--- config.mk ---
export PLATFORM = sky130hd
export DESIGN_NAME = sound_chip_pulse_voice_top
export DESIGN_NICKNAME = d
export VERILOG_FILES = /design/src/design/scpv_pkg.sv /design/src/design/scpv_div.sv /design/src/design/scpv_seq.sv /design/src/design/sound_chip_pulse_voice_top.sv
export SDC_FILE = /design/constraint.sdc
export NUM_CORES = 1
export LEC_CHECK = 0
export BUFFER_PORTS_ARGS = -buffer_cell sky130_fd_sc_hd__buf_2
export CAP_MARGIN = 20
export CORE_ASPECT_RATIO = 1.1
export CORE_MARGIN = 4
export CORE_UTILIZATION = 50
export CTS_CLUSTER_DIAMETER = 50
export DETAILED_ROUTE_END_ITERATION = 10
export GPL_TIMING_DRIVEN = 0
export PLACE_DENSITY = 0.62
export SLEW_MARGIN = 20
export SYNTH_ARGS = -nofsm -noshare
export SYNTH_HDL_FRONTEND = slang
export SYNTH_HIERARCHICAL = 1
export SYNTH_SLANG_ARGS = --single-unit
--- constraint.sdc ---
create_clock -name clk -period 9 [get_ports clk]
set_input_delay 0.45 -clock clk [delete_from_list [all_inputs] [get_ports clk]]
set_output_delay 0.45 -clock clk [all_outputs]
set_load 0.02 [all_outputs]
--- src/design/scpv_pkg.sv ---
// shared types, constants and codes for the pulse voice
`default_nettype none
package scpv_pkg;

	localparam int unsigned CLOCK_HZ_DEF = 985248;

	// divider operand width, covers the whole clock range up to 2 MHz
	localparam int unsigned DIV_W    = 21;
	localparam int unsigned PHASE_W  = 21;
	localparam int unsigned FREQ_W   = 16;
	localparam int unsigned WIDTH_W  = 16;
	localparam int unsigned FRAC_SH  = 12;
	localparam int unsigned PROD_W   = DIV_W + WIDTH_W;
	localparam int unsigned THR_W    = PROD_W - FRAC_SH;
	localparam int unsigned CNT_W    = $clog2(DIV_W + 1);

	// register addresses
	localparam logic [4:0] ADDR_FREQ_LO  = 5'd0;
	localparam logic [4:0] ADDR_FREQ_HI  = 5'd1;
	localparam logic [4:0] ADDR_WIDTH_LO = 5'd2;
	localparam logic [4:0] ADDR_WIDTH_HI = 5'd3;
	localparam logic [4:0] ADDR_CTRL     = 5'd4;

	// control byte bits
	localparam int unsigned GATE_BIT  = 0;
	localparam int unsigned PULSE_BIT = 6;

	// operation codes
	localparam logic OP_WRITE = 1'b0;
	localparam logic OP_TICK  = 1'b1;

	// sample codes
	localparam logic signed [1:0] SAMPLE_HIGH = 2'sb01;
	localparam logic signed [1:0] SAMPLE_LOW  = 2'sb11;
	localparam logic signed [1:0] SAMPLE_OFF  = 2'sb00;

	typedef enum logic [2:0] {
		ST_IDLE,
		ST_PERIOD,
		ST_MUL,
		ST_MOD,
		ST_EVAL,
		ST_DONE
	} seq_state_t;

	typedef struct packed {
		logic [FREQ_W-1:0]  freq;
		logic [WIDTH_W-1:0] width;
		logic               gate;
		logic               pulse;
	} voice_regs_t;

	typedef struct packed {
		logic             start;
		logic [DIV_W-1:0] dividend;
		logic [DIV_W-1:0] divisor;
	} div_req_t;

	typedef struct packed {
		logic             done;
		logic [DIV_W-1:0] quot;
		logic [DIV_W-1:0] rem;
	} div_rsp_t;

	typedef struct packed {
		logic              valid;
		logic signed [1:0] sample;
	} result_t;

endpackage
`default_nettype wire

--- src/design/scpv_div.sv ---
// restoring divider, one quotient bit per cycle
`default_nettype none
module scpv_div (
	input  wire                logic clk,
	input  wire                logic arst_n,
	input  wire scpv_pkg::div_req_t req,
	output scpv_pkg::div_rsp_t rsp
);

	localparam int unsigned W = scpv_pkg::DIV_W;

	logic [W-1:0]                 q_q;
	logic [W-1:0]                 r_q;
	logic [W-1:0]                 d_q;
	logic [scpv_pkg::CNT_W-1:0]   cnt_q;
	logic                         busy_q;
	logic                         done_q;
	logic [W:0]                   trial;
	logic                         fits;

	assign trial = {r_q, q_q[W-1]};
	assign fits  = trial >= {1'b0, d_q};

	always_ff @(posedge clk or negedge arst_n) begin
		if (!arst_n) begin
			busy_q <= 1'b0;
			done_q <= 1'b0;
			cnt_q  <= '0;
		end else begin
			done_q <= 1'b0;
			if (req.start) begin
				busy_q <= 1'b1;
				cnt_q  <= scpv_pkg::CNT_W'(W);
			end else if (busy_q) begin
				cnt_q <= cnt_q - 1'b1;
				if (cnt_q == scpv_pkg::CNT_W'(1)) begin
					busy_q <= 1'b0;
					done_q <= 1'b1;
				end
			end
		end
	end

	always_ff @(posedge clk) begin
		if (req.start) begin
			q_q <= req.dividend;
			r_q <= '0;
			d_q <= req.divisor;
		end else if (busy_q) begin
			// shift in next dividend bit, subtract when it fits
			q_q <= {q_q[W-2:0], fits};
			r_q <= fits ? W'(trial - {1'b0, d_q}) : trial[W-1:0];
		end
	end

	assign rsp.done = done_q;
	assign rsp.quot = q_q;
	assign rsp.rem  = r_q;

endmodule
`default_nettype wire

--- src/design/scpv_seq.sv ---
// tick sequencer: period, threshold, phase wrap and sample decision
`default_nettype none
module scpv_seq #(
	parameter int unsigned CLOCK_HZ = scpv_pkg::CLOCK_HZ_DEF
) (
	input  wire                   logic clk,
	input  wire                   logic arst_n,
	input  wire                   logic tick,
	input  wire scpv_pkg::voice_regs_t regs,
	input  wire                   logic slot_free,
	output logic                  idle,
	output scpv_pkg::result_t     res,
	output scpv_pkg::div_req_t    div_req,
	input  wire scpv_pkg::div_rsp_t div_rsp
);

	localparam int unsigned DW = scpv_pkg::DIV_W;
	localparam int unsigned PW = scpv_pkg::PHASE_W;

	scpv_pkg::seq_state_t        state_q, state_d;
	logic [DW-1:0]               period_q;
	logic [scpv_pkg::THR_W-1:0]  thr_q;
	logic [PW-1:0]               ph_q;
	logic [PW-1:0]               phase_q;
	logic signed [1:0]           sample_q;
	logic                        silent;
	logic                        phase_ok;
	logic [scpv_pkg::PROD_W-1:0] prod;
	logic [PW-1:0]               ph_inc;

	assign silent   = !regs.gate || !regs.pulse || (regs.freq == '0);
	assign phase_ok = DW'(phase_q) < period_q;
	assign prod     = scpv_pkg::PROD_W'(period_q) * scpv_pkg::PROD_W'(regs.width);
	assign ph_inc   = ph_q + 1'b1;

	always_ff @(posedge clk or negedge arst_n) begin
		if (!arst_n) begin
			state_q <= scpv_pkg::ST_IDLE;
		end else begin
			state_q <= state_d;
		end
	end

	always_comb begin
		state_d          = state_q;
		div_req.start    = 1'b0;
		div_req.dividend = DW'(CLOCK_HZ);
		div_req.divisor  = DW'(regs.freq);
		idle             = 1'b0;
		res.valid        = 1'b0;
		res.sample       = sample_q;
		case (state_q)
			scpv_pkg::ST_IDLE: begin
				idle = 1'b1;
				if (tick) begin
					if (silent) begin
						state_d = scpv_pkg::ST_DONE;
					end else begin
						div_req.start = 1'b1;
						state_d       = scpv_pkg::ST_PERIOD;
					end
				end
			end
			scpv_pkg::ST_PERIOD: begin
				if (div_rsp.done) begin
					state_d = (div_rsp.quot == '0) ? scpv_pkg::ST_DONE : scpv_pkg::ST_MUL;
				end
			end
			scpv_pkg::ST_MUL: begin
				// stale phase needs a modulo pass through the divider
				if (phase_ok) begin
					state_d = scpv_pkg::ST_EVAL;
				end else begin
					div_req.start    = 1'b1;
					div_req.dividend = DW'(phase_q);
					div_req.divisor  = period_q;
					state_d          = scpv_pkg::ST_MOD;
				end
			end
			scpv_pkg::ST_MOD: begin
				if (div_rsp.done) begin
					state_d = scpv_pkg::ST_EVAL;
				end
			end
			scpv_pkg::ST_EVAL: begin
				state_d = scpv_pkg::ST_DONE;
			end
			scpv_pkg::ST_DONE: begin
				res.valid = 1'b1;
				if (slot_free) begin
					state_d = scpv_pkg::ST_IDLE;
				end
			end
			default: begin
				state_d = scpv_pkg::ST_IDLE;
			end
		endcase
	end

	always_ff @(posedge clk or negedge arst_n) begin
		if (!arst_n) begin
			phase_q <= '0;
		end else if (state_q == scpv_pkg::ST_EVAL) begin
			phase_q <= (DW'(ph_inc) == period_q) ? '0 : ph_inc;
		end
	end

	always_ff @(posedge clk) begin
		case (state_q)
			scpv_pkg::ST_IDLE: begin
				sample_q <= scpv_pkg::SAMPLE_OFF;
			end
			scpv_pkg::ST_PERIOD: begin
				period_q <= div_rsp.quot;
			end
			scpv_pkg::ST_MUL: begin
				thr_q <= prod[scpv_pkg::PROD_W-1:scpv_pkg::FRAC_SH];
				ph_q  <= phase_q;
			end
			scpv_pkg::ST_MOD: begin
				ph_q <= PW'(div_rsp.rem);
			end
			scpv_pkg::ST_EVAL: begin
				sample_q <= (scpv_pkg::THR_W'(ph_q) < thr_q) ?
					scpv_pkg::SAMPLE_HIGH : scpv_pkg::SAMPLE_LOW;
			end
			default: begin
			end
		endcase
	end

endmodule
`default_nettype wire

--- src/design/sound_chip_pulse_voice_top.sv ---
// top level of the pulse voice: register file, tick sequencer, divider, output register
//
//  channel | signals                          | moves
//  --------+----------------------------------+-----------------------------------
//  input   | in_valid in_ready op addr data   | register write or one tick
//  output  | out_valid out_ready sample       | one sample per tick, none per write
//
// a register write leaves the block ready at once
// a tick makes one pass of the shared divider for the period, then steps through
//   the multiply, evaluate and done states; a second divider pass when the phase is not
//   below the period reduces it modulo the period, and a zero period goes straight to done
// silent ticks (gate or pulse off, zero frequency) skip the divider and go straight to done
// the sample waits in an output register; a stalled sink holds the next tick
//   in its last step, and in_ready drops while a tick is in work
// reset clears registers, phase and handshake state, no clearing pass
`default_nettype none
module sound_chip_pulse_voice_top #(
	parameter int unsigned CLOCK_HZ = scpv_pkg::CLOCK_HZ_DEF
) (
	input  wire  logic        clk,
	input  wire  logic        arst_n,
	input  wire  logic        in_valid,
	output logic              in_ready,
	input  wire  logic        op,
	input  wire  logic [4:0]  addr,
	input  wire  logic [7:0]  data,
	output logic              out_valid,
	input  wire  logic        out_ready,
	output logic signed [1:0] sample
);

	scpv_pkg::voice_regs_t regs_q;
	scpv_pkg::div_req_t    div_req;
	scpv_pkg::div_rsp_t    div_rsp;
	scpv_pkg::result_t     res;
	logic                  seq_idle;
	logic                  in_fire;
	logic                  wr_fire;
	logic                  tick_fire;
	logic                  slot_free;
	logic                  out_valid_q;
	logic signed [1:0]     sample_q;

	// input is taken whenever the sequencer is idle
	assign in_ready  = seq_idle;
	assign in_fire   = in_valid && in_ready;
	assign wr_fire   = in_fire && (op == scpv_pkg::OP_WRITE);
	assign tick_fire = in_fire && (op == scpv_pkg::OP_TICK);

	// output slot frees when empty or being drained this cycle
	assign slot_free = !out_valid_q || out_ready;

	// voice register file, writes outside the map are dropped
	always_ff @(posedge clk or negedge arst_n) begin
		if (!arst_n) begin
			regs_q <= '0;
		end else if (wr_fire) begin
			case (addr)
				scpv_pkg::ADDR_FREQ_LO:  regs_q.freq[7:0]   <= data;
				scpv_pkg::ADDR_FREQ_HI:  regs_q.freq[15:8]  <= data;
				scpv_pkg::ADDR_WIDTH_LO: regs_q.width[7:0]  <= data;
				scpv_pkg::ADDR_WIDTH_HI: regs_q.width[15:8] <= data;
				scpv_pkg::ADDR_CTRL: begin
					regs_q.gate  <= data[scpv_pkg::GATE_BIT];
					regs_q.pulse <= data[scpv_pkg::PULSE_BIT];
				end
				default: begin
				end
			endcase
		end
	end

	scpv_seq #(
		.CLOCK_HZ(CLOCK_HZ)
	) u_seq (
		.clk      (clk),
		.arst_n   (arst_n),
		.tick     (tick_fire),
		.regs     (regs_q),
		.slot_free(slot_free),
		.idle     (seq_idle),
		.res      (res),
		.div_req  (div_req),
		.div_rsp  (div_rsp)
	);

	scpv_div u_div (
		.clk   (clk),
		.arst_n(arst_n),
		.req   (div_req),
		.rsp   (div_rsp)
	);

	// output register
	always_ff @(posedge clk or negedge arst_n) begin
		if (!arst_n) begin
			out_valid_q <= 1'b0;
		end else if (res.valid && slot_free) begin
			out_valid_q <= 1'b1;
		end else if (out_ready) begin
			out_valid_q <= 1'b0;
		end
	end

	always_ff @(posedge clk) begin
		if (res.valid && slot_free) begin
			sample_q <= res.sample;
		end
	end

	assign out_valid = out_valid_q;
	assign sample    = sample_q;

endmodule
`default_nettype wire

==> results.toml <==
[clock_tree]
cts-htree-levels = 4
cts_tree = "yes"
cts.path.max_buffers = 2
path_clk_slew_ns = 0.08
cts.sink_count = 200
ctsResizeCount = 0
insertion_delay_ns = 0.45
cts_buffers = 17
root_buffer = "clkbuf_16"

[route]
wl_per_cell_um = 21.8
vias = 16600
drtAntennaViolNets = 0
drc_errors = 0
drtIter0Drc = 1211
detail_route.first_pass.iterations = 6
vias_per_cell = 5.71
finalWirelength_um = 63200

[run_status]
status = "finished clean"

[floorplan]
coreArea_mm2 = 0.0434
die_x_um = 208
initial_utilization = 0.508
fp.dieArea_mm2 = 0.0475
pin_count = 22
die_h_um = 228
rows = 80

[power]
pwr-share-comb = 0.643
peakVddDrop_mv = 0.368
p_seq_frac = 0.255
cellPowerDensity_mw_per_mm2 = 317
intPower_mw = 3.70
leakage_nw = 10.9
swShare = 0.504
p_sw_mw = 3.76
clkPwrFrac = 0.102

[timing]
finalSetupTns_ns = 0
slew_viol_final = 0
skew_ns = 0.0126
finalCritPeriodShare = 0.901
rsz0062_at_grt = "false"
hold_viol = 0
tightest_slew_ns = 1.17
relSlewSlack = 0.222
fin_crit_ns = 8.11
fmax_mhz = 123
setup_viol_count_final = 0

[global_routing]
grt_overflow = 0
grt_max_degree = 45
grt_pass1_vias = 16900
grt_use_total = 0.268
antenna_found_initial = 0
grt_pass1_wl_um = 99000

[synth]
syn-mean-instance-area_um2 = 9.72
synth_fa_ha_area_frac = 0.336
yosys.area.top_type = "fa_1"
ys_types = 85
synthMuxAreaShare = 0.0558
synth_edf_count = 113
synth.cell_area_mm2 = 0.0220
yosysTopAreaCellShare = 0.240
synthXorXnorAreaFrac = 0.0299
synth_area_leaders = "fa_1, edfxtp_1, ha_1, dfrtp_1, inv_1"
seq_area_frac_synth = 0.248
synthCells = 2268
async_flop_share = 0.330
ys_ff_latch = 200
synth_compound_area_frac = 0.0842
synth_top_family_by_area = "adder cells"
synth_simple_gate_area_frac = 0.159
synth_fp_nets = 2720
ys.flop_type = "edfxtp_1"
yosysWarningCount = 6

[setup_path]
critPathKind = "flop to flop"
required_ns = 9.19
start_kind = "flop"
crit_path_end_kind = "flop"
path_max_fanout = 10
worstPathArrival_ns = 8.30

[cells_and_area]
fin_cells = 2901
layout.nets = 2764
fillers = 3990
layout-drive-gt1-share = 0.0800
layout-area-overhead-vs-synth_pct = 6.87
final_cell_mix = "inv_1, fa_1, nand2_1, ha_1, and2_1"
final_common_cell = "inv_1"

[placed_design]
portBuffers = 21
place.gp.congestion = 0.917
post-place-cells = 2866
dp_hpwl_um = 50200

[run]
drv_cap = 0

[hold_path]
hp-class = "primary input to flop"
[what timing repair did]
item / 4_1_cts / 5_1_grt
hold endpoints to repair: 22 / 0
hold buffers: 1 / 0
setup buffers: 0 / 0
[layout make-up]
class	instances	area (um2)	area share
inverters	397	1490	0.0632
diodes	2	5.00	0.000212
repair buffers	25	183	0.00775
multi-input cells	1562	14700	0.623
plain buffers	109	437	0.0185
well taps	574	718	0.0305
clock buffers	19	454	0.0193
flip-flops and latches	200	5470	0.232
clock inverters	13	125	0.00531
[critical path, stage by stage (launching register included)]
cell and delay [ns]:
edfxtp_1 0.44, clkbuf_1 0.70, clkbuf_1 0.71, nand2_1 0.16, fa_1 0.55, inv_1 0.06
fa_1 0.53, inv_1 0.06, fa_1 0.49, inv_1 0.05, fa_1 0.48, fa_1 0.56
inv_1 0.06, fa_1 0.54, inv_1 0.04, ha_1 0.37, a21oi_1 0.58, nor4bb_1 0.37
o2bb2ai_1 0.28, o21ai_0 0.34, a41oi_1 0.33, xnor2_1 0.13
[power groups by stage]
stage / logic, mW / clock network, mW / registers (mW)
floorplan: 3.35 / 0 / 1.69
finish: 4.80 / 0.762 / 1.90
global route: 5.34 / 0.810 / 1.93
CTS: 4.79 / 0.774 / 1.90
global placement: 4.63 / 0 / 1.91
detailed placement: 4.72 / 0 / 1.91
[metrics by stage]
step	setup slack, ns	power, mW	hold slack, ns	util	instance area (um2)
finish	0.887	7.46	0.312	0.542	23600
global route	0.637	8.08	0.304	0.542	23600
CTS	0.979	7.46	0.294	0.542	23600
detailed placement	1.02	6.63	0.396	0.529	23000
global placement	0.661	6.54	0.404	0.526	22900
floorplan	2.69	5.04	0.154	-	22000
[worst paths after layout]
path,cells after the start,start,slack [ns],to
max,21,u_seq/period_q[10],0.89,u_seq/thr_q[20]
min,2,data[4],0.31,regs_q[30]
max reg2reg,21,u_seq/period_q[10],0.89,u_seq/thr_q[20]
min reg2reg,0,u_seq/sample_q[1],0.42,sample[1]
max in group asynchronous,3,arst_n,7.97,regs_q[13]
min in group asynchronous,2,arst_n,0.46,u_seq/phase_q[11]
[synthesized netlist by cell type, types with 15 or more instances]
library cell    n
ha_1          170
a211oi_1       39
nor2b_1        17
inv_1         397
nand3_1        32
nand2_1       249
fa_1          264
dfxtp_1        21
a21oi_1        65
mux2_2         96
nand2b_1       28
nor3_1         19
nor2_1         77
xnor2_1        41
nand4_1        16
o21ai_0        49
and2_1        159
mux2i_1        15
edfxtp_1      113
clkbuf_1       95
xor2_1         24
dfrtp_1        66
a21o_1         40
[per-layer routing]
| layer | global-route usage | part of all wire | vias up |
|---|---|---|---|
| li1 | - | - | 7469 |
| met1 | 0.366 | 0.42 | 8392 |
| met2 | 0.446 | 0.49 | 597 |
| met3 | 0.0309 | 0.053 | 114 |
| met4 | 0.0957 | 0.040 | 0 |
| met5 | 0 | 0 | - |
[registers in the layout (all words and copies together), names as in the netlist, 5 cells and up]
name	cells
regs_q	34
u_seq/thr_q	25
u_div/d_q	21
u_div/q_q	21
u_div/r_q	21
u_seq/period_q	21
u_seq/ph_q	21
u_seq/phase_q	21
u_div/cnt_q	5
[logic make-up after synthesis]
logic type | after synthesis
and+or+nand+nor | 672
buffers and inverters | 506
adders and majority gates | 434
AOI/OAI and AO/OA | 276
DFF | 200
muxes | 111
xor gates and xnor gates | 69
(Power assumes the default switching activity.)
